<file path="config.mk">
export PLATFORM = sky130hd
export DESIGN_NAME = priority_round_robin_run_queue_unit
export DESIGN_NICKNAME = d
export VERILOG_FILES = /design/src/prrq_pkg.sv /design/src/priority_round_robin_run_queue_unit.sv
export SDC_FILE = /design/constraint.sdc
export NUM_CORES = 1
export LEC_CHECK = 0
export ABC_AREA = 1
export BUFFER_PORTS_ARGS = -buffer_cell sky130_fd_sc_hd__buf_2
export CAP_MARGIN = 40
export CORE_MARGIN = 2
export CORE_UTILIZATION = 38
export DETAILED_ROUTE_END_ITERATION = 16
export PLACE_DENSITY = 0.6
export SLEW_MARGIN = 20
export SYNTH_ARGS = -nofsm -noshare
export SYNTH_HDL_FRONTEND = slang
export SYNTH_SLANG_ARGS = --single-unit
</file>
<file path="constraint.sdc">
create_clock -name clk -period 4.4 [get_ports clk]
set_input_delay 0.88 -clock clk [delete_from_list [all_inputs] [get_ports clk]]
set_output_delay 0.88 -clock clk [all_outputs]
set_load 0.05 [all_outputs]
</file>
<file path="src/prrq_pkg.sv">
// prrq_pkg: shared constants, operation and status codes of the run-queue scheduler
// no dependencies; used by priority_round_robin_run_queue_unit
package prrq_pkg;

	localparam int MAX_THREADS     = 16;
	localparam int PRIORITY_LEVELS = 3;

	localparam int OP_W     = 3;
	localparam int TID_W    = 4;
	localparam int PRIO_W   = 2;
	localparam int STATUS_W = 2;
	localparam int TDATA_W  = 16;

	typedef enum logic [OP_W-1:0] {
		OP_PREEMPT = 3'd0,
		OP_YIELD   = 3'd1,
		OP_RESUME  = 3'd2,
		OP_EXIT    = 3'd3,
		OP_SETPRI  = 3'd4
	} op_t;

	typedef enum logic [STATUS_W-1:0] {
		ST_OK       = 2'd0,
		ST_BAD_PRIO = 2'd1,
		ST_BUSY     = 2'd2
	} status_t;

	// thread number reduced by the thread count, narrow input so a short subtract chain
	function automatic logic [TID_W-1:0] tid_reduce(input logic [TID_W-1:0] v, input int m);
		logic [TID_W:0] r;
		r = {1'b0, v};
		for (int i = 0; i < 8; i++) begin
			if (int'(r) >= m) begin
				r = r - (TID_W+1)'(m);
			end
		end
		return r[TID_W-1:0];
	endfunction

endpackage

</file>
<file path="src/priority_round_robin_run_queue_unit.sv">
// priority_round_robin_run_queue_unit: multilevel priority round-robin run queue
// depends on prrq_pkg; holds the queue store and priority table memories
//
// One scheduler operation per input transfer, one result transfer per operation. The unit
// works on one operation at a time and is not ready meanwhile. It reads the thread's level,
// then the running thread's level, from the priority table and executes; a preempt, yield or
// exit with a thread running then dispatches the head of the most urgent non-empty queue, if
// any. The result register is loaded once the sink has taken any earlier result; the input is
// ready again in the cycle after. The order is set by the single read port of the priority
// table (two levels are read one after the other) and the single port of the queue store (one
// push write, then one registered head read for a dispatch). No clearing pass: table entries
// never written read as level zero through per-entry valid flags.
module priority_round_robin_run_queue_unit #(
	parameter int MaxThreads     = prrq_pkg::MAX_THREADS,
	parameter int PriorityLevels = prrq_pkg::PRIORITY_LEVELS
) (
	input  logic                          clk,
	input  logic                          arst_n,
	input  logic                          s_tvalid,
	output logic                          s_tready,
	// opcode[2:0], thread_id[6:3], priority_req[8:7], zero fill
	input  logic [prrq_pkg::TDATA_W-1:0] s_tdata,
	output logic                          m_tvalid,
	input  logic                          m_tready,
	// running_thread[3:0], running_valid[4], switched[5], preempt_request[6], status[8:7]
	output logic [prrq_pkg::TDATA_W-1:0] m_tdata
);

	localparam int TW = (MaxThreads > 1) ? $clog2(MaxThreads) : 1;
	localparam int CW = $clog2(MaxThreads + 1);
	localparam int LW = (PriorityLevels > 1) ? $clog2(PriorityLevels) : 1;
	localparam int AW = $clog2(MaxThreads * PriorityLevels);
	localparam int PW = prrq_pkg::PRIO_W;

	typedef enum logic [6:0] {
		S_IDLE = 7'b0000001,
		S_RD1  = 7'b0000010,
		S_RD2  = 7'b0000100,
		S_EXEC = 7'b0001000,
		S_SEL  = 7'b0010000,
		S_DISP = 7'b0100000,
		S_OUT  = 7'b1000000
	} state_t;

	state_t state_q;

	logic [prrq_pkg::OP_W-1:0] op_q;
	logic [TW-1:0] tid_q;
	logic [PW-1:0] preq_q;
	logic old_on_q;
	logic [TW-1:0] old_id_q;
	logic preempt_q;
	prrq_pkg::status_t status_q;

	logic [TW-1:0] run_id_q;
	logic run_on_q;
	logic [MaxThreads-1:0] marks_q;
	logic [TW-1:0] head_q [PriorityLevels];
	logic [CW-1:0] cnt_q [PriorityLevels];
	logic [LW-1:0] lvl_t_q;
	logic [LW-1:0] lvl_r_q;
	logic [LW-1:0] sel_q;

	// priority table memory with per-entry valid flags
	logic [PW-1:0] pt_mem [MaxThreads];
	logic [MaxThreads-1:0] pt_vld_q;
	logic [PW-1:0] pt_rd_q;
	logic pt_rv_q;
	logic [TW-1:0] pt_addr;
	logic pt_we;

	// queue store memory, one region of MaxThreads slots per level
	logic [TW-1:0] st_mem [MaxThreads*PriorityLevels];
	logic [TW-1:0] st_rd_q;
	logic [AW-1:0] st_addr;
	logic st_we;

	logic [TW-1:0] tid_in;
	logic [LW-1:0] rd_lvl;
	logic [LW-1:0] enc;
	logic any_lvl;
	logic [LW-1:0] qi;
	logic [TW-1:0] q_head;
	logic [CW-1:0] q_cnt;
	logic q_full;
	logic [TW-1:0] head_dec;
	logic [TW-1:0] head_inc;
	logic [CW:0] tail_sum;
	logic [TW-1:0] tail;
	logic [TW-1:0] push_slot;
	logic [TW-1:0] push_id;
	logic resume_bad;
	logic do_push;
	logic [prrq_pkg::TDATA_W-1:0] out_q;
	logic m_tvalid_q;

	assign s_tready = (state_q == S_IDLE);
	assign m_tvalid = m_tvalid_q;
	assign m_tdata  = out_q;

	assign tid_in = TW'(prrq_pkg::tid_reduce(s_tdata[6:3], MaxThreads));

	// level from the table read, clamped to the least urgent queue
	always_comb begin
		logic [PW-1:0] d;
		d = pt_rv_q ? pt_rd_q : '0;
		if (int'(d) >= PriorityLevels) begin
			rd_lvl = LW'(PriorityLevels - 1);
		end else begin
			rd_lvl = LW'(d);
		end
	end

	// most urgent non-empty level
	always_comb begin
		any_lvl = 1'b0;
		enc = '0;
		for (int i = PriorityLevels - 1; i >= 0; i--) begin
			if (cnt_q[i] != '0) begin
				any_lvl = 1'b1;
				enc = LW'(i);
			end
		end
	end

	always_comb begin
		case (state_q)
			S_EXEC: qi = (op_q == prrq_pkg::OP_RESUME) ? lvl_t_q : lvl_r_q;
			S_DISP: qi = sel_q;
			default: qi = enc;
		endcase
	end

	assign q_head = head_q[qi];
	assign q_cnt = cnt_q[qi];
	assign q_full = (int'(q_cnt) >= MaxThreads);
	assign head_dec = (q_head == '0) ? TW'(MaxThreads - 1) : q_head - TW'(1);
	assign head_inc = (q_head == TW'(MaxThreads - 1)) ? '0 : q_head + TW'(1);
	assign tail_sum = (CW+1)'(q_head) + (CW+1)'(q_cnt);
	assign tail = (int'(tail_sum) >= MaxThreads) ? TW'(tail_sum - (CW+1)'(MaxThreads))
		: TW'(tail_sum);
	assign push_slot = (op_q == prrq_pkg::OP_PREEMPT) ? head_dec : tail;
	assign push_id = (op_q == prrq_pkg::OP_RESUME) ? tid_q : run_id_q;
	assign resume_bad = marks_q[tid_q] || (run_on_q && run_id_q == tid_q);

	always_comb begin
		do_push = 1'b0;
		if (state_q == S_EXEC && run_on_q && !q_full) begin
			case (op_q)
				prrq_pkg::OP_PREEMPT, prrq_pkg::OP_YIELD: do_push = 1'b1;
				prrq_pkg::OP_RESUME: do_push = !resume_bad;
				default: do_push = 1'b0;
			endcase
		end
	end

	assign st_we = do_push;
	assign st_addr = AW'(AW'(qi) * AW'(MaxThreads))
		+ AW'((state_q == S_EXEC) ? push_slot : q_head);

	always_ff @(posedge clk) begin
		if (st_we) begin
			st_mem[st_addr] <= push_id;
		end
		st_rd_q <= st_mem[st_addr];
	end

	always_comb begin
		case (state_q)
			S_IDLE: pt_addr = tid_in;
			S_RD1: pt_addr = run_id_q;
			default: pt_addr = tid_q;
		endcase
	end

	assign pt_we = (state_q == S_EXEC) && (op_q == prrq_pkg::OP_SETPRI)
		&& (int'(preq_q) < PriorityLevels);

	always_ff @(posedge clk) begin
		if (pt_we) begin
			pt_mem[pt_addr] <= preq_q;
		end
		pt_rd_q <= pt_mem[pt_addr];
		pt_rv_q <= pt_vld_q[pt_addr];
	end

	always_ff @(posedge clk) begin
		if (state_q == S_IDLE && s_tvalid) begin
			op_q <= s_tdata[2:0];
			tid_q <= tid_in;
			preq_q <= s_tdata[8:7];
		end
		if (state_q == S_OUT && (!m_tvalid_q || m_tready)) begin
			out_q <= prrq_pkg::TDATA_W'({status_q, preempt_q,
				(old_on_q != run_on_q) || (run_on_q && old_id_q != run_id_q),
				run_on_q, run_on_q ? 4'(run_id_q) : 4'd0});
		end
	end

	always_ff @(posedge clk or negedge arst_n) begin
		if (!arst_n) begin
			state_q <= S_IDLE;
			run_id_q <= '0;
			run_on_q <= 1'b1;
			marks_q <= '0;
			pt_vld_q <= '0;
			m_tvalid_q <= 1'b0;
			old_on_q <= 1'b0;
			old_id_q <= '0;
			preempt_q <= 1'b0;
			status_q <= prrq_pkg::ST_OK;
			lvl_t_q <= '0;
			lvl_r_q <= '0;
			sel_q <= '0;
			for (int i = 0; i < PriorityLevels; i++) begin
				head_q[i] <= '0;
				cnt_q[i] <= '0;
			end
		end else begin
			if (state_q == S_OUT && (!m_tvalid_q || m_tready)) begin
				m_tvalid_q <= 1'b1;
			end else if (m_tready) begin
				m_tvalid_q <= 1'b0;
			end
			if (do_push) begin
				if (op_q == prrq_pkg::OP_PREEMPT) begin
					head_q[qi] <= head_dec;
				end
				cnt_q[qi] <= q_cnt + CW'(1);
				marks_q[push_id] <= 1'b1;
			end
			if (pt_we) begin
				pt_vld_q[pt_addr] <= 1'b1;
			end
			case (state_q)
				S_IDLE: begin
					if (s_tvalid) begin
						old_on_q <= run_on_q;
						old_id_q <= run_id_q;
						preempt_q <= 1'b0;
						status_q <= prrq_pkg::ST_OK;
						state_q <= S_RD1;
					end
				end
				S_RD1: begin
					lvl_t_q <= rd_lvl;
					state_q <= S_RD2;
				end
				S_RD2: begin
					lvl_r_q <= rd_lvl;
					state_q <= S_EXEC;
				end
				S_EXEC: begin
					case (op_q)
						prrq_pkg::OP_PREEMPT, prrq_pkg::OP_YIELD, prrq_pkg::OP_EXIT: begin
							state_q <= run_on_q ? S_SEL : S_OUT;
						end
						prrq_pkg::OP_RESUME: begin
							state_q <= S_OUT;
							if (resume_bad) begin
								status_q <= prrq_pkg::ST_BUSY;
							end else if (!run_on_q) begin
								run_id_q <= tid_q;
								run_on_q <= 1'b1;
							end else begin
								preempt_q <= (lvl_r_q > lvl_t_q);
							end
						end
						prrq_pkg::OP_SETPRI: begin
							state_q <= S_OUT;
							if (!pt_we) begin
								status_q <= prrq_pkg::ST_BAD_PRIO;
							end
						end
						default: begin
							state_q <= S_OUT;
						end
					endcase
				end
				S_SEL: begin
					if (any_lvl) begin
						sel_q <= enc;
						state_q <= S_DISP;
					end else begin
						run_on_q <= 1'b0;
						state_q <= S_OUT;
					end
				end
				S_DISP: begin
					head_q[qi] <= head_inc;
					cnt_q[qi] <= q_cnt - CW'(1);
					marks_q[st_rd_q] <= 1'b0;
					run_id_q <= st_rd_q;
					run_on_q <= 1'b1;
					state_q <= S_OUT;
				end
				S_OUT: begin
					if (!m_tvalid_q || m_tready) begin
						state_q <= S_IDLE;
					end
				end
				default: begin
					state_q <= S_IDLE;
				end
			endcase
		end
	end

	// a dispatch always leaves a thread running
	a_disp_runs: assert property (@(posedge clk) disable iff (!arst_n)
		state_q == S_DISP |=> run_on_q)
		else $error("dispatch left the unit idle");

	// the running thread is never also waiting in a queue between operations
	a_run_not_queued: assert property (@(posedge clk) disable iff (!arst_n)
		(state_q == S_IDLE && run_on_q) |-> !marks_q[run_id_q])
		else $error("running thread also marked as queued");

	// an accepted transfer starts the table reads
	a_accept_seq: assert property (@(posedge clk) disable iff (!arst_n)
		(s_tvalid && s_tready) |=> state_q == S_RD1)
		else $error("accepted transfer did not start the sequence");

	// a preemption request only comes with a successful resume
	a_preempt_ok: assert property (@(posedge clk) disable iff (!arst_n)
		(m_tvalid && m_tdata[6]) |-> m_tdata[8:7] == prrq_pkg::ST_OK)
		else $error("preemption request with error status");

endmodule
</file>
Yosys cells after proc, flatten, opt, wreduce, memory -nomap -nowiden. Memory sizes are Yosys's and may differ from the RTL's. A register that Yosys moved wholly into a read port is not among the register bits. Cells that the tools add are included.

Flip-flop bits (word level): 105. Bits in writable memories: 224. Input bits: 20. Output and inout port bits: 18. Word-level logic and storage cells: 194. Memories: 2.

Memory list: st_mem (words 48, bits a word 4, rd ports 1, clocked after Yosys merged registers in 1, write ports 1, line priority_round_robin_run_queue_unit.sv:73) `logic [TW-1:0] st_mem [MaxThreads*PriorityLevels];`; pt_mem (words 16, bits a word 2, rd ports 1, clocked after Yosys merged registers in 1, write ports 1, line priority_round_robin_run_queue_unit.sv:65) `logic [PW-1:0] pt_mem [MaxThreads];`.

$add $sub $neg: 7. Magnitude comparators: 14. Equality and inequality tests: 25. Multiplexer cells: 80. Bitwise gates (word level): 5. Reduce and logical (&&, ||, !) cells: 36.

Operators by type and width (number): 7-bit case mux with 7 select lines (1); 4-bit 2-to-1 mux (12); 12-bit 2-to-1 mux (3); 7-bit 2-to-1 mux (5); 16-bit 2-to-1 mux (2); 16-bit bitwise OR (2); 15-bit bitwise mux (2); 15-bit 2-to-1 mux (2); 12-bit bitwise mux (2); 1-bit 2-to-1 mux (22); 4-bit by 5-bit < comparator with 1-bit output, second input constant (4); 2-bit 2-to-1 mux (9); 16-bit bitwise AND (1); 16-bit inverter (1); 4-bit case mux with 2 select lines (2); 5-bit 2-to-1 mux (3); 5-bit nonzero test (3); 1-bit demux with 4-bit select (3); 4-bit by 1-bit greater-or-equal comparator with 1-bit output, second input constant (3); 1-bit logical AND (12); 2-bit != test, second input constant (6); 2-bit case mux with 2 select lines (3); 5-bit binary-select mux with 2-bit select (1); 5-bit demux with 2-bit select (1); other kinds (47) (62).

Logic depth before layout (Yosys ltp).
Depth in word-level cells: 16. Depth in mapped cells: 30. Gate-level depth less buffers: 28.

Worst setup path after synthesis. OpenSTA, ideal clock, no wires.

Path kind: register -> register. Start: reg state_q[0]. End: mem st_mem[34][0] (netlist name) (enable). Arrival time: 3519 ps. Data required time: 4071 ps. Slack: 552 ps. Cell stages (with the launch flop): 20. Period minus slack after synthesis: 3848 ps. Cells stage by stage: dfstp_2 > nor2_1 > nand2_1 > inv_2 > nand2_4 > nand2_2 > nor2_1 > nor2_4 > nand2_4 > inv_1 > a22o_1 > a21oi_1 > inv_1 > ha_1 > ha_1 > o21ai_0 > o21ai_1 > clkbuf_1 > nand4_2 > nor2_1.

Longest elaborated chain between the ends: 12.

RTL lines: from (decl) (line priority_round_robin_run_queue_unit.sv:45) `state_t state_q;`; from (signal assigned) (line priority_round_robin_run_queue_unit.sv:256) `state_q <= run_on_q ? S_SEL : S_OUT;`; 7-bit by 6-bit == test with 1-bit output / 7-bit by 4-bit == test with 1-bit output (equally long branches) (line priority_round_robin_run_queue_unit.sv:127, priority_round_robin_run_queue_unit.sv:148, priority_round_robin_run_queue_unit.sv:159); 2-bit case mux with 2 select lines (line priority_round_robin_run_queue_unit.sv:127) `case (state_q)`; 2-bit inverter with 3-bit output (not written as such) (line priority_round_robin_run_queue_unit.sv:134, priority_round_robin_run_queue_unit.sv:135); 4-bit binary-select mux with 2-bit select / 5-bit binary-select mux with 2-bit select (equally long branches) (line priority_round_robin_run_queue_unit.sv:134, priority_round_robin_run_queue_unit.sv:135); 4-bit 2-to-1 mux (not written as such) / 5-bit 2-to-1 mux (equally long branches) (2 in series) (line priority_round_robin_run_queue_unit.sv:134, priority_round_robin_run_queue_unit.sv:135); 4-bit by 5-bit adder with 6-bit output / 5-bit greater-or-equal comparator (equally long branches) (line priority_round_robin_run_queue_unit.sv:139, priority_round_robin_run_queue_unit.sv:136); 6-bit by 5-bit greater-or-equal comparator with 1-bit output (tied with other cells) (line priority_round_robin_run_queue_unit.sv:140) `assign tail = (int'(tail_sum) >= MaxThreads) ? TW'(tail_sum - (CW+1)'(MaxThreads))`; 4-bit 2-to-1 mux / 1-bit logical AND (equally long branches) (line priority_round_robin_run_queue_unit.sv:140, priority_round_robin_run_queue_unit.sv:148); 4-bit 2-to-1 mux / 1-bit 2-to-1 mux (equally long branches) (line priority_round_robin_run_queue_unit.sv:142, priority_round_robin_run_queue_unit.sv:148); 4-bit 2-to-1 mux / 1-bit 2-to-1 mux (equally long branches) (line priority_round_robin_run_queue_unit.sv:159, priority_round_robin_run_queue_unit.sv:162); 6-bit by 4-bit adder with 6-bit output / 1-bit 2-to-1 mux (equally long branches) (line priority_round_robin_run_queue_unit.sv:159, priority_round_robin_run_queue_unit.sv:163); to (decl) (line priority_round_robin_run_queue_unit.sv:73).

Parallel ways exist; a longest one is shown, timed or not. The select of a mux whose other input is x is not followed.

Worst setup path in the final report.
Start: reg state_q[6]. End: mem st_mem[31][0] (netlist name) (enable).

The elaborated chain is that of the path after synthesis.

==> impl_metrics.json <==
{
  "area.sequential_um2": 9560,
  "core-area_um2": 40900,
  "worstPathCellList": "nor2_2 > nand2_2 > nor2_2 > nor2_1 > nand2_1 > nand2_4 > nand2_4 > inv_1 > a22o_1 > a21oi_1 > inv_1 > ha_1 > ha_1 > o21ai_0 > o21ai_4 > buf_12 > nand4_2 > nor2_1",
  "max_slew_margin_pct": 45.4,
  "nFillCells": 3929,
  "required_ns": 4.59,
  "max_freq_mhz": 236,
  "ant_nets": 0,
  "layout-drive-gt1-share_pct": 13.2,
  "final_common_cell": "nand2_1",
  "rsz0062_at_grt": "true",
  "synth_area_um2": 15800,
  "fin_crit_ns": 4.24,
  "powerDensity_nw_per_um2": 522,
  "place_area_um2": 16600,
  "grt_overflow": 0,
  "final_util_pct": 43.8,
  "die_h_um": 208,
  "cts_root_buffer": "clkbuf_16",
  "routedWlPerCell_um": 16.4,
  "clk_pin_slew_ns": 0.06,
  "netlist.area_leader.share_pct": 46.0,
  "synthMuxAreaShare_pct": 0.190,
  "viasPerCell": 5.11,
  "drtIter0Drc": 822,
  "gp_congestion": 0.854,
  "numPlacedInstances": 2221,
  "vdd_drop_max_v": 0.000323,
  "track_usage_pct": 17.5,
  "wl_um": 37400,
  "synth_fa_ha_area_share_pct": 0.633,
  "cts_sinks": 335,
  "min_path_type": "input port to asynchronous set/reset pin",
  "yosys_register_bits": 335,
  "ys_seq_area_share_pct": 60.5,
  "postLayoutCellArea_um2": 17900,
  "io_buffers": 23,
  "nets": 1756,
  "vias": 11700,
  "antenna_cells": 0,
  "setup_viol": 0,
  "fin_cells": 2287,
  "tightest_slew_ns": 0.819,
  "grt_max_degree": 65,
  "clk_latency_ns": 0.55,
  "finalHoldViolCount": 0,
  "synth_compound_area_share_pct": 7.40,
  "cts_buffer_depth": 3,
  "synth_edf_count": 242,
  "worst-setup-path-type": "register to register",
  "ys_warn_count": 0,
  "cp.arrival_ns": 4.42,
  "ys.flop_type": "edfxtp_1",
  "start_util_pct": 38.6,
  "grt_pass1_wl_um": 60900,
  "finalCritPeriodShare_pct": 96.3,
  "area_delta_synth_final_pct": 13.4,
  "cts_tree": "built",
  "ys_top_cells_by_area": "edfxtp_1 46%, nand2_1 15%, dfrtp_1 13%, nand3_1 3.3%, nor2_1 3.3%",
  "cts_max_level": 2,
  "cp-end-kind": "register",
  "dieArea_um2": 43200,
  "rows": 74,
  "start_kind": "register",
  "synth.avg_cell_area_um2": 9.38,
  "drv_cap": 0,
  "crit_path_top_delay_cell": "nor2_1",
  "status": "finished, final reports clean",
  "cp_max_fo": 35,
  "final_cell_mix": "623 x nand2_1, 242 x edfxtp_1, 106 x inv_1",
  "yosys.area.top_type": "edfxtp_1",
  "pin_count": 38,
  "multi_input_area_um2": 5610,
  "antenna_found_initial": 0,
  "drcViolationCount": 0,
  "finClkSkew_ns": 0.0373,
  "drt-pass1-iter-count": 5,
  "drv_slew": 0,
  "cts_buffers": 36,
  "power_leakage_nw": 7.55,
  "die_x_um": 208,
  "worst_r2r_path_depth": 18,
  "grt_pass1_vias": 11600,
  "power_mw": 9.35,
  "synth_cell_types": 56,
  "synth_top_family_by_area": "simple AND/OR/NAND/NOR gates",
  "synth_xor_area_share_pct": 0.443,
  "yosys.area_share.simple_pct": 25.4,
  "postSynth.asyncResetShare_pct": 25.7,
  "slowest_delay_ns": 0.43,
  "dpl.hpwl_um": 24600,
  "syn_inst": 1684
}
==> power breakdown <==
part	leakage (nW)	switching [mW]	internal [mW]	total, mW
Sequential	3.41	0.180	3.85	4.03
Clock	0.543	1.22	1.69	2.92
Combinational	3.60	1.74	0.667	2.41
Total	7.55	3.14	6.20	9.35
==> registers in the layout, indices dropped and copies added, names as in the netlist, 7 cells and up, named ones only <==
signal,flops
m_tdata,9
state_q,7
pt_vld_q,16
head_q,12
pt_mem,32
cnt_q,14
st_mem,192
marks_q,16
==> layer usage <==
layer / GRT usage, % / share of wire [%] / vias to the layer above
li1: - / - / 5708
met1: 23.8 / 46 / 5597
met2: 28.8 / 47 / 299
met3: 2.64 / 5.2 / 75
met4: 5.60 / 2.3 / 0
met5: 0 / 0 / -
==> area by class of cell <==
type                            count  area share, %
Sequential cell                   335           53.4
Multi-Input combinational cell   1168           31.3
Clock buffer                       50           5.49
Tap cell                          532           3.72
Inverter                          125           2.65
Timing Repair Buffer               62           2.54
Clock inverter                     15          0.887
==> path summary, 6_finish.rpt <==
| path | startpoint | to | slack, ns |
|---|---|---|---|
| max reg2reg | state_q[6] | st_mem[31][0] | 0.16 |
| max | state_q[6] | st_mem[31][0] | 0.16 |
| max in group asynchronous | arst_n | run_id_q[1] | 3.29 |
| min reg2reg | pt_vld_q[7] | pt_vld_q[7] | 0.46 |
| min | arst_n | head_q[0] | 0.15 |
| min in group clk | pt_vld_q[7] | pt_vld_q[7] | 0.46 |
==> per-stage QoR <==
stage	worst slack [ns]	hold WS (ns)	setup TNS, ns
floorplan	0.552	0.425	0
detailed placement	0.0717	0.444	0
global placement	0.148	0.438	0
global route	-0.151	0.145	-2.98
finish	0.164	0.153	0
CTS	0.0519	0.458	0
==> cell families (layout without fill, tap and decap cells) <==
kind of cell / after synthesis / after routing
compound gates: 193 / 193
simple gates: 949 / 949
other cells: 1 / 7
buf+inv: 187 / 252
mux: 3 / 3
flops: 335 / 335
xor+xnor: 8 / 8
fa+ha+maj: 8 / 8
==> synth_stat cells, types with 2 or more instances <==
master    count
buf_6         8
or2_2        10
nand3_2       6
a31oi_1       8
dfxtp_1       7
inv_1       106
nand2_2       5
o21a_1        3
o21ai_0      78
nor3_1       17
a221oi_1      2
mux2i_1       3
a21oi_1      42
buf_4        18
clkinv_1      2
nor4_1        3
nand3_1     104
nand4_1       9
o22ai_1       7
xor2_1        7
ha_1          8
a22oi_1      21
a21oi_2       2
dfstp_2       2
nor2_2        9
edfxtp_1    242
clkbuf_1     16
nor2_4        3
o221ai_1      8
o21ai_1       4
nand2_1     627
o211ai_1      7
nor2_1      137
nand2_4       5
dfrtp_1      84
nand4_2       8
buf_1         3
a211oi_1      2
buf_2        17
inv_2        17
o21ai_2       2
==> repair_timing <==
| action | in CTS | in global routing |
|---|---|---|
| gates resized for setup | 0 | 51 |
| hold buffers | 0 | 0 |
| endpoints found under the setup margin | 0 | 182 |
| buffers inserted | 0 | 0 |
==> worst max-delay path, delay by kind of cell (launching register included) <==
family / cells / cell delay (ns)
simple gates: 9 / 1.77
flops: 1 / 0.39
buf+inv: 3 / 0.40
fa+ha+maj: 2 / 0.51
compound gates: 4 / 0.80
Power figures use the tool's default switching activity.
